[config.mk]
export PLATFORM = sky130hd
export DESIGN_NAME = sparse_histogram_active_list_core_flat
export DESIGN_NICKNAME = d
export VERILOG_FILES = /design/src/hdl/shal_pkg.sv /design/src/hdl/shal_if.sv /design/src/hdl/shal_ctrl.sv /design/src/hdl/shal_dpath.sv /design/src/hdl/sparse_histogram_active_list_core.sv /design/src/flat_wrapper.sv
export SDC_FILE = /design/constraint.sdc
export NUM_CORES = 2
export LEC_CHECK = 0
export CELL_PAD_IN_SITES_DETAIL_PLACEMENT = 1
export CELL_PAD_IN_SITES_GLOBAL_PLACEMENT = 2
export CORE_MARGIN = 10
export CORE_UTILIZATION = 50
export DETAILED_ROUTE_END_ITERATION = 7
export DONT_BUFFER_PORTS = 1
export GPL_ROUTABILITY_DRIVEN = 1
export PLACE_DENSITY = 0.77
export SYNTH_ARGS = -nofsm -noshare
export SYNTH_HDL_FRONTEND = slang
export SYNTH_SLANG_ARGS = --single-unit
[constraint.sdc]
create_clock -name clock -period 7.4 [get_ports clock]
set_input_delay 0 -clock clock [delete_from_list [all_inputs] [get_ports clock]]
set_output_delay 0 -clock clock [all_outputs]
set_load 0.01 [all_outputs]
[src/hdl/shal_pkg.sv]
package shal_pkg;

   // Fixed field widths of the item and result channels
   localparam int ACT_W     = 2;
   localparam int BIN_W     = 6;
   localparam int AMT_W     = 16;
   localparam int OCNT_W    = 16;
   localparam int ACNT_W    = 7;
   localparam int CFG_W     = 7;

   // Default sizing of the histogram
   localparam int DEF_NUM_BINS   = 64;
   localparam int DEF_COUNT_BITS = 16;

   // A dump stops after this many results
   localparam int MAX_OUT = 64;
   localparam int K_W     = 6;

   // bins_in_use after reset
   localparam logic [CFG_W-1:0] BINS_RESET = 7'd64;

   typedef enum logic [ACT_W-1:0] {
      ACT_ADD   = 2'd0,
      ACT_SUB   = 2'd1,
      ACT_DUMP  = 2'd2,
      ACT_CLEAR = 2'd3
   } action_type;

   typedef enum logic [2:0] {
      ST_INIT,
      ST_IDLE,
      ST_RMW,
      ST_DUMP,
      ST_EMPTY,
      ST_CLEAR
   } state_type;

   // Controller to datapath
   typedef struct packed {
      logic accept;      // request transfer this cycle
      logic init_step;   // zero one counter of the reset sweep
      logic rmw;         // apply add / subtract and load the result
      logic dump_emit;   // load one dumped entry and advance the cursor
      logic empty_emit;  // load the empty-list result
      logic clr_step;    // zero one active counter and advance the cursor
   } cmd_type;

   // Datapath to controller
   typedef struct packed {
      logic init_done;
      logic head_null;
      logic next_null;
      logic dump_last;
      logic out_free;
   } sts_type;

   // Result payload
   typedef struct packed {
      logic [BIN_W-1:0]  out_bin;
      logic [OCNT_W-1:0] out_count;
      logic [ACNT_W-1:0] active_count;
      logic [ACNT_W-1:0] peak_active;
      logic              is_last;
      logic              list_empty;
      logic              error_flag;
   } rsp_pay_type;

endpackage

[src/hdl/shal_if.sv]
interface shal_req_if;
   import shal_pkg::*;

   logic             valid;
   logic             ready;
   logic [ACT_W-1:0] action;
   logic [BIN_W-1:0] bin_index;
   logic [AMT_W-1:0] amount;

   modport source(output valid, action, bin_index, amount, input ready);
   modport sink(input valid, action, bin_index, amount, output ready);
endinterface

interface shal_rsp_if;
   import shal_pkg::*;

   logic              valid;
   logic              ready;
   logic [BIN_W-1:0]  out_bin;
   logic [OCNT_W-1:0] out_count;
   logic [ACNT_W-1:0] active_count;
   logic [ACNT_W-1:0] peak_active;
   logic              is_last;
   logic              list_empty;
   logic              error_flag;

   modport source(output valid, out_bin, out_count, active_count, peak_active, is_last,
                  list_empty, error_flag, input ready);
   modport sink(input valid, out_bin, out_count, active_count, peak_active, is_last,
                list_empty, error_flag, output ready);
endinterface

[src/hdl/shal_ctrl.sv]
module shal_ctrl (
   input  logic                    clock,
   input  logic                    reset,
   input  logic                    req_valid,
   input  logic [shal_pkg::ACT_W-1:0] req_action,
   output logic                    req_ready,
   input  shal_pkg::sts_type       sts,
   output shal_pkg::cmd_type       cmd
);
   import shal_pkg::*;

   state_type  state_ff, state_in;
   action_type act;

   assign act = action_type'(req_action);

   // Next state
   always_comb begin
      state_in = state_ff;
      case (state_ff)
         ST_INIT: begin
            if (sts.init_done) state_in = ST_IDLE;
         end
         ST_IDLE: begin
            if (req_valid) begin
               case (act)
                  ACT_ADD, ACT_SUB: state_in = ST_RMW;
                  ACT_DUMP:         state_in = sts.head_null ? ST_EMPTY : ST_DUMP;
                  ACT_CLEAR:        state_in = sts.head_null ? ST_IDLE : ST_CLEAR;
                  default:          state_in = ST_IDLE;
               endcase
            end
         end
         ST_RMW: begin
            if (sts.out_free) state_in = ST_IDLE;
         end
         ST_DUMP: begin
            if (sts.out_free && sts.dump_last) state_in = ST_IDLE;
         end
         ST_EMPTY: begin
            if (sts.out_free) state_in = ST_IDLE;
         end
         ST_CLEAR: begin
            if (sts.next_null) state_in = ST_IDLE;
         end
         default: state_in = ST_INIT;
      endcase
   end

   // Commands
   always_comb begin
      cmd       = '0;
      req_ready = 1'b0;
      case (state_ff)
         ST_INIT:  cmd.init_step = 1'b1;
         ST_IDLE: begin
            req_ready  = 1'b1;
            cmd.accept = req_valid;
         end
         ST_RMW:   cmd.rmw        = sts.out_free;
         ST_DUMP:  cmd.dump_emit  = sts.out_free;
         ST_EMPTY: cmd.empty_emit = sts.out_free;
         ST_CLEAR: cmd.clr_step   = 1'b1;
         default:  cmd = '0;
      endcase
   end

   always_ff @(posedge clock) begin
      if (reset) begin
         state_ff <= ST_INIT;
      end else begin
         state_ff <= state_in;
      end
   end

endmodule

[src/hdl/shal_dpath.sv]
module shal_dpath #(
   parameter int NUM_BINS   = shal_pkg::DEF_NUM_BINS,
   parameter int COUNT_BITS = shal_pkg::DEF_COUNT_BITS
) (
   input  logic                       clock,
   input  logic                       reset,
   input  logic [shal_pkg::ACT_W-1:0] req_action,
   input  logic [shal_pkg::BIN_W-1:0] req_bin_index,
   input  logic [shal_pkg::AMT_W-1:0] req_amount,
   input  logic                       csr_wr_en,
   input  logic [shal_pkg::CFG_W-1:0] csr_wr_data,
   input  shal_pkg::cmd_type          cmd,
   output shal_pkg::sts_type          sts,
   input  logic                       rsp_ready,
   output logic                       rsp_valid,
   output shal_pkg::rsp_pay_type      rsp_pay
);
   import shal_pkg::*;

   localparam int IDX_W  = (NUM_BINS > 1) ? $clog2(NUM_BINS) : 1;
   localparam int LINK_W = IDX_W + 1;
   localparam int TOT_W  = $clog2(NUM_BINS + 1);
   localparam int SUM_W  = ((COUNT_BITS > AMT_W) ? COUNT_BITS : AMT_W) + 1;
   localparam logic [LINK_W-1:0]     NIL  = LINK_W'(NUM_BINS);
   localparam logic [COUNT_BITS-1:0] CMAX = {COUNT_BITS{1'b1}};

   // Storage: counters and the two link arrays
   logic [COUNT_BITS-1:0] cnt_mem [NUM_BINS];
   logic [LINK_W-1:0]     nxt_mem [NUM_BINS];
   logic [LINK_W-1:0]     prv_mem [NUM_BINS];
   logic [COUNT_BITS-1:0] cnt_rd_ff;
   logic [LINK_W-1:0]     nxt_rd_ff, prv_rd_ff;

   // Control registers
   logic [CFG_W-1:0]  bins_ff, bins_in;
   logic [LINK_W-1:0] head_ff, head_in;
   logic [TOT_W-1:0]  total_ff, total_in;
   logic [TOT_W-1:0]  peak_ff, peak_in;
   logic [IDX_W-1:0]  sweep_ff, sweep_in;
   logic              rsp_vld_ff, rsp_vld_in;

   // Payload registers
   action_type        act_ff, act_in;
   logic [BIN_W-1:0]  bin_ff, bin_in;
   logic [AMT_W-1:0]  amt_ff, amt_in;
   logic [LINK_W-1:0] cur_ff, cur_in;
   logic [K_W-1:0]    k_ff, k_in;
   rsp_pay_type       rsp_ff, rsp_in;

   // Memory ports
   logic                  rd_en;
   logic [IDX_W-1:0]      rd_addr;
   logic                  cnt_we, nxt_we, prv_we;
   logic [IDX_W-1:0]      cnt_wa, nxt_wa, prv_wa;
   logic [COUNT_BITS-1:0] cnt_wd;
   logic [LINK_W-1:0]     nxt_wd, prv_wd;

   // Add / subtract arithmetic
   logic [SUM_W-1:0]      sum, c_ext, a_ext;
   logic [COUNT_BITS-1:0] sat, diff, new_cnt;
   logic                  is_add, bad, under, link_front, unlink;
   logic [IDX_W-1:0]      b_idx;
   logic [LINK_W-1:0]     b_link, p_link;
   logic                  dump_last;
   action_type            req_act;

   assign req_act = action_type'(req_action);

   // Bin index checks and counter update
   always_comb begin
      c_ext  = SUM_W'(cnt_rd_ff);
      a_ext  = SUM_W'(amt_ff);
      sum    = c_ext + a_ext;
      sat    = (sum > SUM_W'(CMAX)) ? CMAX : COUNT_BITS'(sum);
      under  = a_ext > c_ext;
      diff   = COUNT_BITS'(c_ext - a_ext);
      is_add = (act_ff == ACT_ADD);
      bad    = ({1'b0, bin_ff} >= bins_ff) || (32'(bin_ff) >= NUM_BINS);
      b_idx  = IDX_W'(bin_ff);
      b_link = {1'b0, b_idx};
      new_cnt    = is_add ? sat : diff;
      link_front = is_add && !bad && (cnt_rd_ff == '0) && (sat != '0);
      unlink     = !is_add && !bad && !under && (cnt_rd_ff != '0) && (diff == '0);
      // the head has no predecessor; its stored prev link is not always kept up to date
      p_link     = (b_link == head_ff) ? NIL : prv_rd_ff;
   end

   assign dump_last = (nxt_rd_ff == NIL) || (k_ff == K_W'(MAX_OUT - 1));

   // Status
   always_comb begin
      sts.init_done = (sweep_ff == IDX_W'(NUM_BINS - 1));
      sts.head_null = (head_ff == NIL);
      sts.next_null = (nxt_rd_ff == NIL);
      sts.dump_last = dump_last;
      sts.out_free  = !rsp_vld_ff || rsp_ready;
   end

   // Read address: the item's bin or the list head on a transfer, else the next link
   always_comb begin
      rd_en = cmd.accept || cmd.dump_emit || cmd.clr_step;
      if (cmd.accept) begin
         rd_addr = (req_act inside {ACT_ADD, ACT_SUB}) ? IDX_W'(req_bin_index)
                                                         : head_ff[IDX_W-1:0];
      end else begin
         rd_addr = nxt_rd_ff[IDX_W-1:0];
      end
   end

   // Write ports
   always_comb begin
      cnt_we = 1'b0;
      cnt_wa = b_idx;
      cnt_wd = new_cnt;
      nxt_we = 1'b0;
      nxt_wa = b_idx;
      nxt_wd = head_ff;
      prv_we = 1'b0;
      prv_wa = head_ff[IDX_W-1:0];
      prv_wd = b_link;
      if (cmd.init_step) begin
         cnt_we = 1'b1;
         cnt_wa = sweep_ff;
         cnt_wd = '0;
      end else if (cmd.clr_step) begin
         cnt_we = 1'b1;
         cnt_wa = cur_ff[IDX_W-1:0];
         cnt_wd = '0;
      end else if (cmd.rmw) begin
         cnt_we = !bad && (is_add || !under);
         if (link_front) begin
            nxt_we = 1'b1;
            prv_we = (head_ff != NIL);
         end else if (unlink) begin
            nxt_we = (p_link != NIL);
            nxt_wa = p_link[IDX_W-1:0];
            nxt_wd = nxt_rd_ff;
            prv_we = (nxt_rd_ff != NIL);
            prv_wa = nxt_rd_ff[IDX_W-1:0];
            prv_wd = p_link;
         end
      end
   end

   always_ff @(posedge clock) begin
      if (cnt_we) cnt_mem[cnt_wa] <= cnt_wd;
      if (rd_en) cnt_rd_ff <= cnt_mem[rd_addr];
   end

   always_ff @(posedge clock) begin
      if (nxt_we) nxt_mem[nxt_wa] <= nxt_wd;
      if (rd_en) nxt_rd_ff <= nxt_mem[rd_addr];
   end

   always_ff @(posedge clock) begin
      if (prv_we) prv_mem[prv_wa] <= prv_wd;
      if (rd_en) prv_rd_ff <= prv_mem[rd_addr];
   end

   // Next values of registers and the result
   always_comb begin
      bins_in    = csr_wr_en ? csr_wr_data : bins_ff;
      head_in    = head_ff;
      total_in   = total_ff;
      peak_in    = peak_ff;
      sweep_in   = cmd.init_step ? sweep_ff + 1'b1 : sweep_ff;
      act_in     = act_ff;
      bin_in     = bin_ff;
      amt_in     = amt_ff;
      cur_in     = cur_ff;
      k_in       = k_ff;
      rsp_in     = rsp_ff;
      rsp_vld_in = rsp_ready ? 1'b0 : rsp_vld_ff;

      if (cmd.accept) begin
         act_in = req_act;
         bin_in = req_bin_index;
         amt_in = req_amount;
         cur_in = head_ff;
         k_in   = '0;
      end

      if (cmd.rmw) begin
         if (link_front) begin
            head_in  = b_link;
            total_in = total_ff + 1'b1;
            peak_in  = (total_in > peak_ff) ? total_in : peak_ff;
         end else if (unlink) begin
            if (p_link == NIL) head_in = nxt_rd_ff;
            total_in = (total_ff != '0) ? total_ff - 1'b1 : total_ff;
         end
         rsp_vld_in          = 1'b1;
         rsp_in.out_bin      = bin_ff;
         rsp_in.out_count    = bad ? '0 : OCNT_W'((is_add || !under) ? new_cnt : cnt_rd_ff);
         rsp_in.active_count = ACNT_W'(total_in);
         rsp_in.peak_active  = ACNT_W'(peak_in);
         rsp_in.is_last      = 1'b1;
         rsp_in.list_empty   = 1'b0;
         rsp_in.error_flag   = bad || (!is_add && under);
      end

      if (cmd.dump_emit) begin
         cur_in              = nxt_rd_ff;
         k_in                = k_ff + 1'b1;
         rsp_vld_in          = 1'b1;
         rsp_in.out_bin      = BIN_W'(cur_ff[IDX_W-1:0]);
         rsp_in.out_count    = OCNT_W'(cnt_rd_ff);
         rsp_in.active_count = ACNT_W'(total_ff);
         rsp_in.peak_active  = ACNT_W'(peak_ff);
         rsp_in.is_last      = dump_last;
         rsp_in.list_empty   = 1'b0;
         rsp_in.error_flag   = 1'b0;
      end

      if (cmd.empty_emit) begin
         rsp_vld_in          = 1'b1;
         rsp_in.out_bin      = '0;
         rsp_in.out_count    = '0;
         rsp_in.active_count = ACNT_W'(total_ff);
         rsp_in.peak_active  = ACNT_W'(peak_ff);
         rsp_in.is_last      = 1'b1;
         rsp_in.list_empty   = 1'b1;
         rsp_in.error_flag   = 1'b0;
      end

      // clear walks the active list; the list is empty once the tail is reached
      if (cmd.clr_step) begin
         cur_in = nxt_rd_ff;
         if (nxt_rd_ff == NIL) begin
            head_in  = NIL;
            total_in = '0;
         end
      end
   end

   // Control state
   always_ff @(posedge clock) begin
      if (reset) begin
         bins_ff    <= BINS_RESET;
         head_ff    <= NIL;
         total_ff   <= '0;
         peak_ff    <= '0;
         sweep_ff   <= '0;
         rsp_vld_ff <= 1'b0;
      end else begin
         bins_ff    <= bins_in;
         head_ff    <= head_in;
         total_ff   <= total_in;
         peak_ff    <= peak_in;
         sweep_ff   <= sweep_in;
         rsp_vld_ff <= rsp_vld_in;
      end
   end

   // Payload
   always_ff @(posedge clock) begin
      act_ff <= act_in;
      bin_ff <= bin_in;
      amt_ff <= amt_in;
      cur_ff <= cur_in;
      k_ff   <= k_in;
      rsp_ff <= rsp_in;
   end

   assign rsp_valid = rsp_vld_ff;
   assign rsp_pay   = rsp_ff;

endmodule

[src/hdl/sparse_histogram_active_list_core.sv]
// Sparse histogram with a linked list of its nonzero bins.
// req_if carries one item per transfer: add or subtract an amount to a bin, dump the
// active list, or clear every bin. rsp_if returns the results through an output
// register, so an item may be taken while an earlier result still waits there.
// csr_wr_en / csr_wr_data set bins_in_use; write it only while the block is idle.
// Add / subtract: one registered read of counter and links, then the update. Dump
// of N active bins: N results (N stops at 64), one result per cycle while the output
// register is free or being taken. Dump of an empty list: one result. Clear of N
// active bins: no result. The counter and link memories share a single read
// address; a clear, and a dump while not stalled, follow the list one link per cycle.
// After reset the block sweeps the counter memory to zero, one bin per cycle, and
// takes no request until the sweep is done; bins_in_use returns to 64.
// When rsp_if.ready is low the result holds in the output register and the block
// stops before loading the next one; nothing is dropped.
module sparse_histogram_active_list_core #(
   parameter int NUM_BINS   = shal_pkg::DEF_NUM_BINS,
   parameter int COUNT_BITS = shal_pkg::DEF_COUNT_BITS
) (
   input  logic                       clock,
   input  logic                       reset,
   shal_req_if.sink                   req_if,
   shal_rsp_if.source                 rsp_if,
   input  logic                       csr_wr_en,
   input  logic [shal_pkg::CFG_W-1:0] csr_wr_data
);
   import shal_pkg::*;

   cmd_type     cmd;
   sts_type     sts;
   rsp_pay_type rsp_pay;

   shal_ctrl u_ctrl (
      .clock      (clock),
      .reset      (reset),
      .req_valid  (req_if.valid),
      .req_action (req_if.action),
      .req_ready  (req_if.ready),
      .sts        (sts),
      .cmd        (cmd)
   );

   shal_dpath #(
      .NUM_BINS   (NUM_BINS),
      .COUNT_BITS (COUNT_BITS)
   ) u_dpath (
      .clock         (clock),
      .reset         (reset),
      .req_action    (req_if.action),
      .req_bin_index (req_if.bin_index),
      .req_amount    (req_if.amount),
      .csr_wr_en     (csr_wr_en),
      .csr_wr_data   (csr_wr_data),
      .cmd           (cmd),
      .sts           (sts),
      .rsp_ready     (rsp_if.ready),
      .rsp_valid     (rsp_if.valid),
      .rsp_pay       (rsp_pay)
   );

   // Result fields
   assign rsp_if.out_bin      = rsp_pay.out_bin;
   assign rsp_if.out_count    = rsp_pay.out_count;
   assign rsp_if.active_count = rsp_pay.active_count;
   assign rsp_if.peak_active  = rsp_pay.peak_active;
   assign rsp_if.is_last      = rsp_pay.is_last;
   assign rsp_if.list_empty   = rsp_pay.list_empty;
   assign rsp_if.error_flag   = rsp_pay.error_flag;

endmodule

[src/flat_wrapper.sv]
// flat-port wrapper written by rule: the top's interface ports become plain ports
module sparse_histogram_active_list_core_flat import shal_pkg::*;
#(
   parameter int NUM_BINS   = shal_pkg::DEF_NUM_BINS,
   parameter int COUNT_BITS = shal_pkg::DEF_COUNT_BITS
)
  (clock, reset, csr_wr_en, csr_wr_data, req_if_valid, req_if_action, req_if_bin_index, req_if_amount, req_if_ready, rsp_if_valid, rsp_if_out_bin, rsp_if_out_count, rsp_if_active_count, rsp_if_peak_active, rsp_if_is_last, rsp_if_list_empty, rsp_if_error_flag, rsp_if_ready);
  shal_req_if req_if_i ();
  shal_rsp_if rsp_if_i ();
  input  logic clock;
  input  logic reset;
  input  logic csr_wr_en;
  input  logic [shal_pkg::CFG_W-1:0] csr_wr_data;
  input wire logic [$bits(req_if_i.valid)-1:0] req_if_valid;
  input wire logic [$bits(req_if_i.action)-1:0] req_if_action;
  input wire logic [$bits(req_if_i.bin_index)-1:0] req_if_bin_index;
  input wire logic [$bits(req_if_i.amount)-1:0] req_if_amount;
  output wire logic [$bits(req_if_i.ready)-1:0] req_if_ready;
  output wire logic [$bits(rsp_if_i.valid)-1:0] rsp_if_valid;
  output wire logic [$bits(rsp_if_i.out_bin)-1:0] rsp_if_out_bin;
  output wire logic [$bits(rsp_if_i.out_count)-1:0] rsp_if_out_count;
  output wire logic [$bits(rsp_if_i.active_count)-1:0] rsp_if_active_count;
  output wire logic [$bits(rsp_if_i.peak_active)-1:0] rsp_if_peak_active;
  output wire logic [$bits(rsp_if_i.is_last)-1:0] rsp_if_is_last;
  output wire logic [$bits(rsp_if_i.list_empty)-1:0] rsp_if_list_empty;
  output wire logic [$bits(rsp_if_i.error_flag)-1:0] rsp_if_error_flag;
  input wire logic [$bits(rsp_if_i.ready)-1:0] rsp_if_ready;
  assign req_if_i.valid = req_if_valid;
  assign req_if_i.action = req_if_action;
  assign req_if_i.bin_index = req_if_bin_index;
  assign req_if_i.amount = req_if_amount;
  assign req_if_ready = req_if_i.ready;
  assign rsp_if_valid = rsp_if_i.valid;
  assign rsp_if_out_bin = rsp_if_i.out_bin;
  assign rsp_if_out_count = rsp_if_i.out_count;
  assign rsp_if_active_count = rsp_if_i.active_count;
  assign rsp_if_peak_active = rsp_if_i.peak_active;
  assign rsp_if_is_last = rsp_if_i.is_last;
  assign rsp_if_list_empty = rsp_if_i.list_empty;
  assign rsp_if_error_flag = rsp_if_i.error_flag;
  assign rsp_if_i.ready = rsp_if_ready;
  sparse_histogram_active_list_core #(.NUM_BINS(NUM_BINS), .COUNT_BITS(COUNT_BITS)) u_core (.clock(clock), .reset(reset), .req_if(req_if_i), .rsp_if(rsp_if_i), .csr_wr_en(csr_wr_en), .csr_wr_data(csr_wr_data));
endmodule
Word level (Yosys, flattened, before mapping). Memory sizes are Yosys's and may differ from the RTL's. A register that Yosys moved wholly into a read port is not among the register bits. Cells that the tools add are included.

Register bits after elaboration: 113. Latch bits: 0. RAM bits: 1920. ROM bits: 0. Bits of input ports: 36. Output and inout bits: 41. Word-level logic and storage cells: 184. Memories kept: 3.

Add/sub/neg operators: 6. Multipliers: 0. Div/mod/pow operators: 0. Order comparisons: 4. Equality and inequality tests: 22. Shift-type cells: 0. Mux-type cells: 92. Bitwise operators: 0. Reductions and logical operators: 38.

Memory list: u_core.u_dpath.cnt_mem (words 64, width 16, read ports 1, clocked after Yosys merged registers in 1, wr ports 1, line shal_dpath.sv:28) `logic [COUNT_BITS-1:0] cnt_mem [NUM_BINS];`; u_core.u_dpath.nxt_mem (words 64, width 7, read ports 1, clocked after Yosys merged registers in 1, wr ports 1, line shal_dpath.sv:29) `logic [LINK_W-1:0] nxt_mem [NUM_BINS];`; u_core.u_dpath.prv_mem (words 64, width 7, read ports 1, clocked after Yosys merged registers in 1, wr ports 1, line shal_dpath.sv:30) `logic [LINK_W-1:0] prv_mem [NUM_BINS];`.

Operators by type and width (count): 7-bit 2-to-1 mux (25); 6-bit 2-to-1 mux (19); 16-bit 2-to-1 mux (6); 39-bit 2-to-1 mux (2); 16-bit zero test (2); 16-bit nonzero test (2); 1-bit 2-to-1 mux (30); 7-bit equality test (second input constant) (3); 3-bit 2-to-1 mux (7); 7-bit != test (second input constant) (3); 16-bit by 16-bit adder with 17-bit output (1); 17-bit by 16-bit > comparator with 1-bit output (second input constant) (1); 17-bit 2-to-1 mux (1); 16-bit > comparator (1); 16-bit subtractor (1); 3-bit one-hot mux with 5 select lines (1); 6-bit by 1-bit adder with 6-bit output (second input constant) (2); 6-bit equality test (second input constant) (2); 1-bit logical AND (10); 3-bit one-hot mux with 3 select lines (1); 7-bit by 1-bit adder with 7-bit output (second input constant) (1); 6-bit by 7-bit equality test with 1-bit output (1); 6-bit by 7-bit >= comparator with 1-bit output (1); 7-bit > comparator (1); other kinds (18) (38).

Depth between registers and ports, before layout.
Word-level depth: 13. Mapped depth: 15.

Modules after synthesis. From an unflattened synthesis, not the netlist that was laid out.

Cells, all modules: 4713. Area total of the unflattened synthesis: 85473.2 um^2.

By module, submodules not included: shal_dpath (instances 1, cells each 4676, area an instance 85127.9 um^2, seq. area each 61258.8 um^2); shal_ctrl (instances 1, cells each 37, area an instance 345.3 um^2, seq. area each 60.1 um^2).

Worst setup path before layout. Ideal clock, no wire load.

Path kind: register to register. From: register u_core.u_dpath.cnt_rd_ff[0], read port of u_core.u_dpath.cnt_mem. To: memory u_core.u_dpath.prv_mem[0][3] (netlist name) (data pin). Setup time: 0.702 ns. Data arrival time: 5.766 ns. Required time: 6.698 ns. Path slack: 0.932 ns. Cell stages (with the launch flop): 14. Path buffers: 2. Period minus slack after synthesis: 6.468 ns. Cell sequence: edfxtp_1 > inv_1 > ha_1 > inv_1 > fa_1 > xor2_1 > nor3b_1 > o211ai_1 > a2111oi_0 > o2111ai_1 > or4_1 > clkbuf_1 > clkbuf_1 > o21ai_0.

Word-level cells in the longest chain between the ends: 10.

Ends and longest elaborated chain: start: declaration (line shal_dpath.sv:31) `logic [COUNT_BITS-1:0] cnt_rd_ff;`; parallel branches: the longest is 6 deep, another holds 16-bit by 16-bit adder with 17-bit output; 7-bit 2-to-1 mux (*) (line shal_dpath.sv:131) `if (link_front) begin`; 7-bit 2-to-1 mux (*) (line shal_dpath.sv:129) `end else if (cmd.rmw) begin`; 7-bit 2-to-1 mux (*) (line shal_dpath.sv:125) `end else if (cmd.clr_step) begin`; 7-bit 2-to-1 mux (*) (line shal_dpath.sv:121) `if (cmd.init_step) begin`; end: declaration (line shal_dpath.sv:30).

Mark *: on every way between the ends.

Worst setup path after layout.
From: register u_core.u_dpath.cnt_rd_ff[0], read port of u_core.u_dpath.cnt_mem. To: memory u_core.u_dpath.nxt_mem[10][3] (netlist name) (enable).

Word-level cells in the longest chain between the ends: 12.

Ends and longest elaborated chain (line): parallel branches: the longest is 12 deep, another holds 16-bit by 16-bit adder with 17-bit output; end: declaration (shal_dpath.sv:29).

Several ways; the timed one is not identified.

==> metrics.yaml <==
status: "finished, final reports clean"
synthArstFlopShare: 0
place_area_sq_um: 88600
ioPinCount: 77
die_x_um: 433
fmax_mhz: 165
use_met1: 0.357
power.internal_uw: 22800
fin_skew_ps: 79.7
finalMaxSlewViolations: 0
hold_path_depth: 3
crit_arrival_ps: 6500
dieArea_sq_um: 187000
ys.flop_type: "edfxtp_1"
place_ws_ps: 1410
ys_ff_latch: 2063
p_leak_uw: 0.0318
grt_busiest_layer: "met1"
period_minus_slack_ps: 6040
p_per_area_nw_per_um2: 341
power.total_uw: 32800
cp-start-kind: "register"
crit_chain: "inv_1 > ha_1 > inv_1 > fa_1 > xor2_1 > nor3b_1 > o211ai_1 > a2111oi_0 > o2111ai_1 > nor4_4 > buf_4 > mux2i_1 > nand2_1 > nor3_1"
routed_wl_mm: 221
syn-num-nets: 4576
vias: 44200
firstDrtPassIters: 5
timing.max_cap.violations: 0
clockPowerShare: 0.318
syn_area_sq_um: 85100
power_frac_comb: 0.239
synthXorXnorAreaFrac: 0.00329
grt.total_usage: 0.235
finalCritPeriodShare: 0.817
antenna_found_initial: 15
finalSetupViolCount: 0
yosysUniqueCellTypes: 81
grt_setup_unrepaired: "false"
grt_pass1_wl_mm: 324
grt_max_degree: 114
worst_slack_ps: 1360
synth_area_per_cell_sq_um: 19.0
grt_use_met2: 0.355
synth_compound_area_frac: 0.0301
cp.required_ps: 7860
drive_above_1_share: 0.214
ant_nets: 0
dp_cells: 6591
dr.first_iter.drc_count: 4748
synth_fa_ha_area_frac: 0.00782
drc_errors: 0
num_rows: 151
area_growth_pct: 13.0
cp_max_fo: 10
clock-sinks: 2063
finalNetCount: 4742
synth_simple_gate_area_frac: 0.0369
muxShareOfSynthArea: 0.186
final_cells: 7044
viasPerCell: 6.28
slowest_delay_ps: 970
place_congestion: 0.845
port-buffer-count: 0
worstRegToRegCells: 14
grt_overflow: 0
crit_path_end_kind: "register"
ctsHtreeMaxLevel: 4
hp-class: "in2reg"
setup_tns_ps: 0
syn_inst: 4488
clkSlewWorstSetupHoldPaths_ps: 60
place_hpwl_mm: 138
tightest_slew_ps: 1400
relSlewSlack: 0.0619
gr-usage-met3: 0.0435
synth_edf_count: 2000
core_area_sq_um: 169000
ys.warnings.count: 0
cts_tree: "yes"
seq_area_frac_synth: 0.721
clockBufferDepth: 3
synth_top_family_by_area: "multiplexers"
crit_slowest_cell: "nor3_1"
hold_viol: 0
root_buffer: "clkbuf_16"
switching_power_uw: 10000
die_h_um: 433
clk_latency_ps: 900
post_cts_buffers: 0
swShare: 0.305
start_util: 0.503
design_area_sq_um: 96200
numCtsBuffers: 202
power_frac_seq: 0.442
routedWlPerCell_um: 31.3
path_class: "reg2reg"
grt_pass1_vias: 45700
peakVddDrop_v: 0.000211
critPathMostFrequentCell: "inv_1"
[worst paths after layout]
| path | start | endpoint | slack [ps] |
|---|---|---|---|
| worst max-delay path | u_core.u_dpath.cnt_rd_ff[0] | u_core.u_dpath.nxt_mem[10][3] | 1360 |
| worst min-delay path | reset | u_core.u_dpath.sweep_ff[4] | 130 |
| worst max register to register | u_core.u_dpath.cnt_rd_ff[0] | u_core.u_dpath.nxt_mem[10][3] | 1360 |
| worst min register to register | u_core.u_dpath.rsp_pay[1] | u_core.u_dpath.rsp_pay[1] | 490 |
[cell families (layout without fill, tap and decap cells)]
group           count (synthesis)  in the layout
fa+ha+maj                      52             52
compound gates                364            364
xor+xnor                       32             32
mux                           977            977
buf+inv                       329            665
flops                        2063           2063
simple gates                  671            671
other cells                     0              2
[per-stage QoR]
step	hold WS, ps	util
finish	129	0.568
CTS	56.1	0.568
detailed placement	78.8	0.523
global route	98.0	0.568
global placement	74.8	0.523
floorplan	98.9	-
[cell usage in the layout, fill, tap and decap left out, types with 62 or more instances in the layout]
| master | instances |
|---|---|
| edfxtp_1 | 2000 |
| mux2i_1 | 486 |
| mux4_2 | 480 |
| nor2_1 | 257 |
| clkbuf_16 | 202 |
| buf_4 | 122 |
| nand2_1 | 113 |
| dlygate4sd3_1 | 75 |
| inv_1 | 74 |
| a21oi_1 | 74 |
| nor3_1 | 68 |
| dfxtp_1 | 62 |
[Yosys cell counts (20+ instances only)]
cell      count  share of area
a21oi_1      83         0.0049
a31oi_1      26         0.0019
o21ai_0      57         0.0034
nor2_1      290          0.013
mux2i_1     487          0.057
nor3_1       69         0.0041
mux4_2      480           0.13
dfxtp_1      63          0.015
nand3_1      39         0.0023
nor4_1       30         0.0022
nand2_1     115         0.0051
ha_1         50         0.0074
nor2b_1      29         0.0021
inv_1        75         0.0033
edfxtp_1   2000           0.71
buf_1        50         0.0022
buf_2        58         0.0034
a211oi_1     23         0.0020
clkbuf_1    144         0.0064
xnor2_1      20         0.0021
[critical path, delay by kind of cell (launching register included)]
kind	cells	cell delay, ps
AND/OR/NAND/NOR	4	2100
AO/OA/AOI/OAI	3	1020
multiplexers	1	800
adder cells (fa/ha/maj)	2	650
flip-flops	1	470
buffers and inverters	3	410
XOR/XNOR	1	200
[routing by layer]
layer,vias to the layer above,part of all wire
met1,23600,0.44
li1,18600,-
met4,6,0.019
met5,-,0.00015
met3,279,0.077
met2,1736,0.46
[registers in the layout, summed over array words and instances (netlist names), 7 cells and up]
signal                    cells
u_core.u_dpath.cnt_mem     1024
u_core.u_dpath.nxt_rd_ff      7
u_core.u_dpath.head_ff        7
u_core.u_dpath.total_ff       7
u_core.u_dpath.bins_ff        7
u_core.u_dpath.cnt_rd_ff     16
u_core.u_dpath.rsp_pay       39
u_core.u_dpath.amt_ff        16
u_core.u_dpath.nxt_mem      448
u_core.u_dpath.peak_ff        7
u_core.u_dpath.prv_mem      448
u_core.u_dpath.prv_rd_ff      7
[power groups by stage]
stage | clock network [uW] | logic (uW) | registers (uW)
after detailed placement | 0 | 7800 | 14800
final | 10400 | 7860 | 14500
after CTS | 10600 | 7890 | 14500
after floorplan | 0 | 4840 | 14600
after global routing | 11100 | 8390 | 14600
after global placement | 0 | 7640 | 14700
[what timing repair did]
item | in CTS | in global routing
hold buffers | 76 | 0
gates resized for setup | 0 | 0
hold endpoints to repair | 92 | 0
[area by class of cell]
cell class                      count  area [sq um]
Timing Repair Buffer              216          2050
Antenna cell                        2          5.00
Tap cell                         2218          2780
Clock inverter                    122          1480
Inverter                           75           282
Clock buffer                      252          5290
Sequential cell                  2063         61300
Fill cell                       14600         73100
Multi-Input combinational cell   2096         22900
Power figures use the tool's default switching activity.
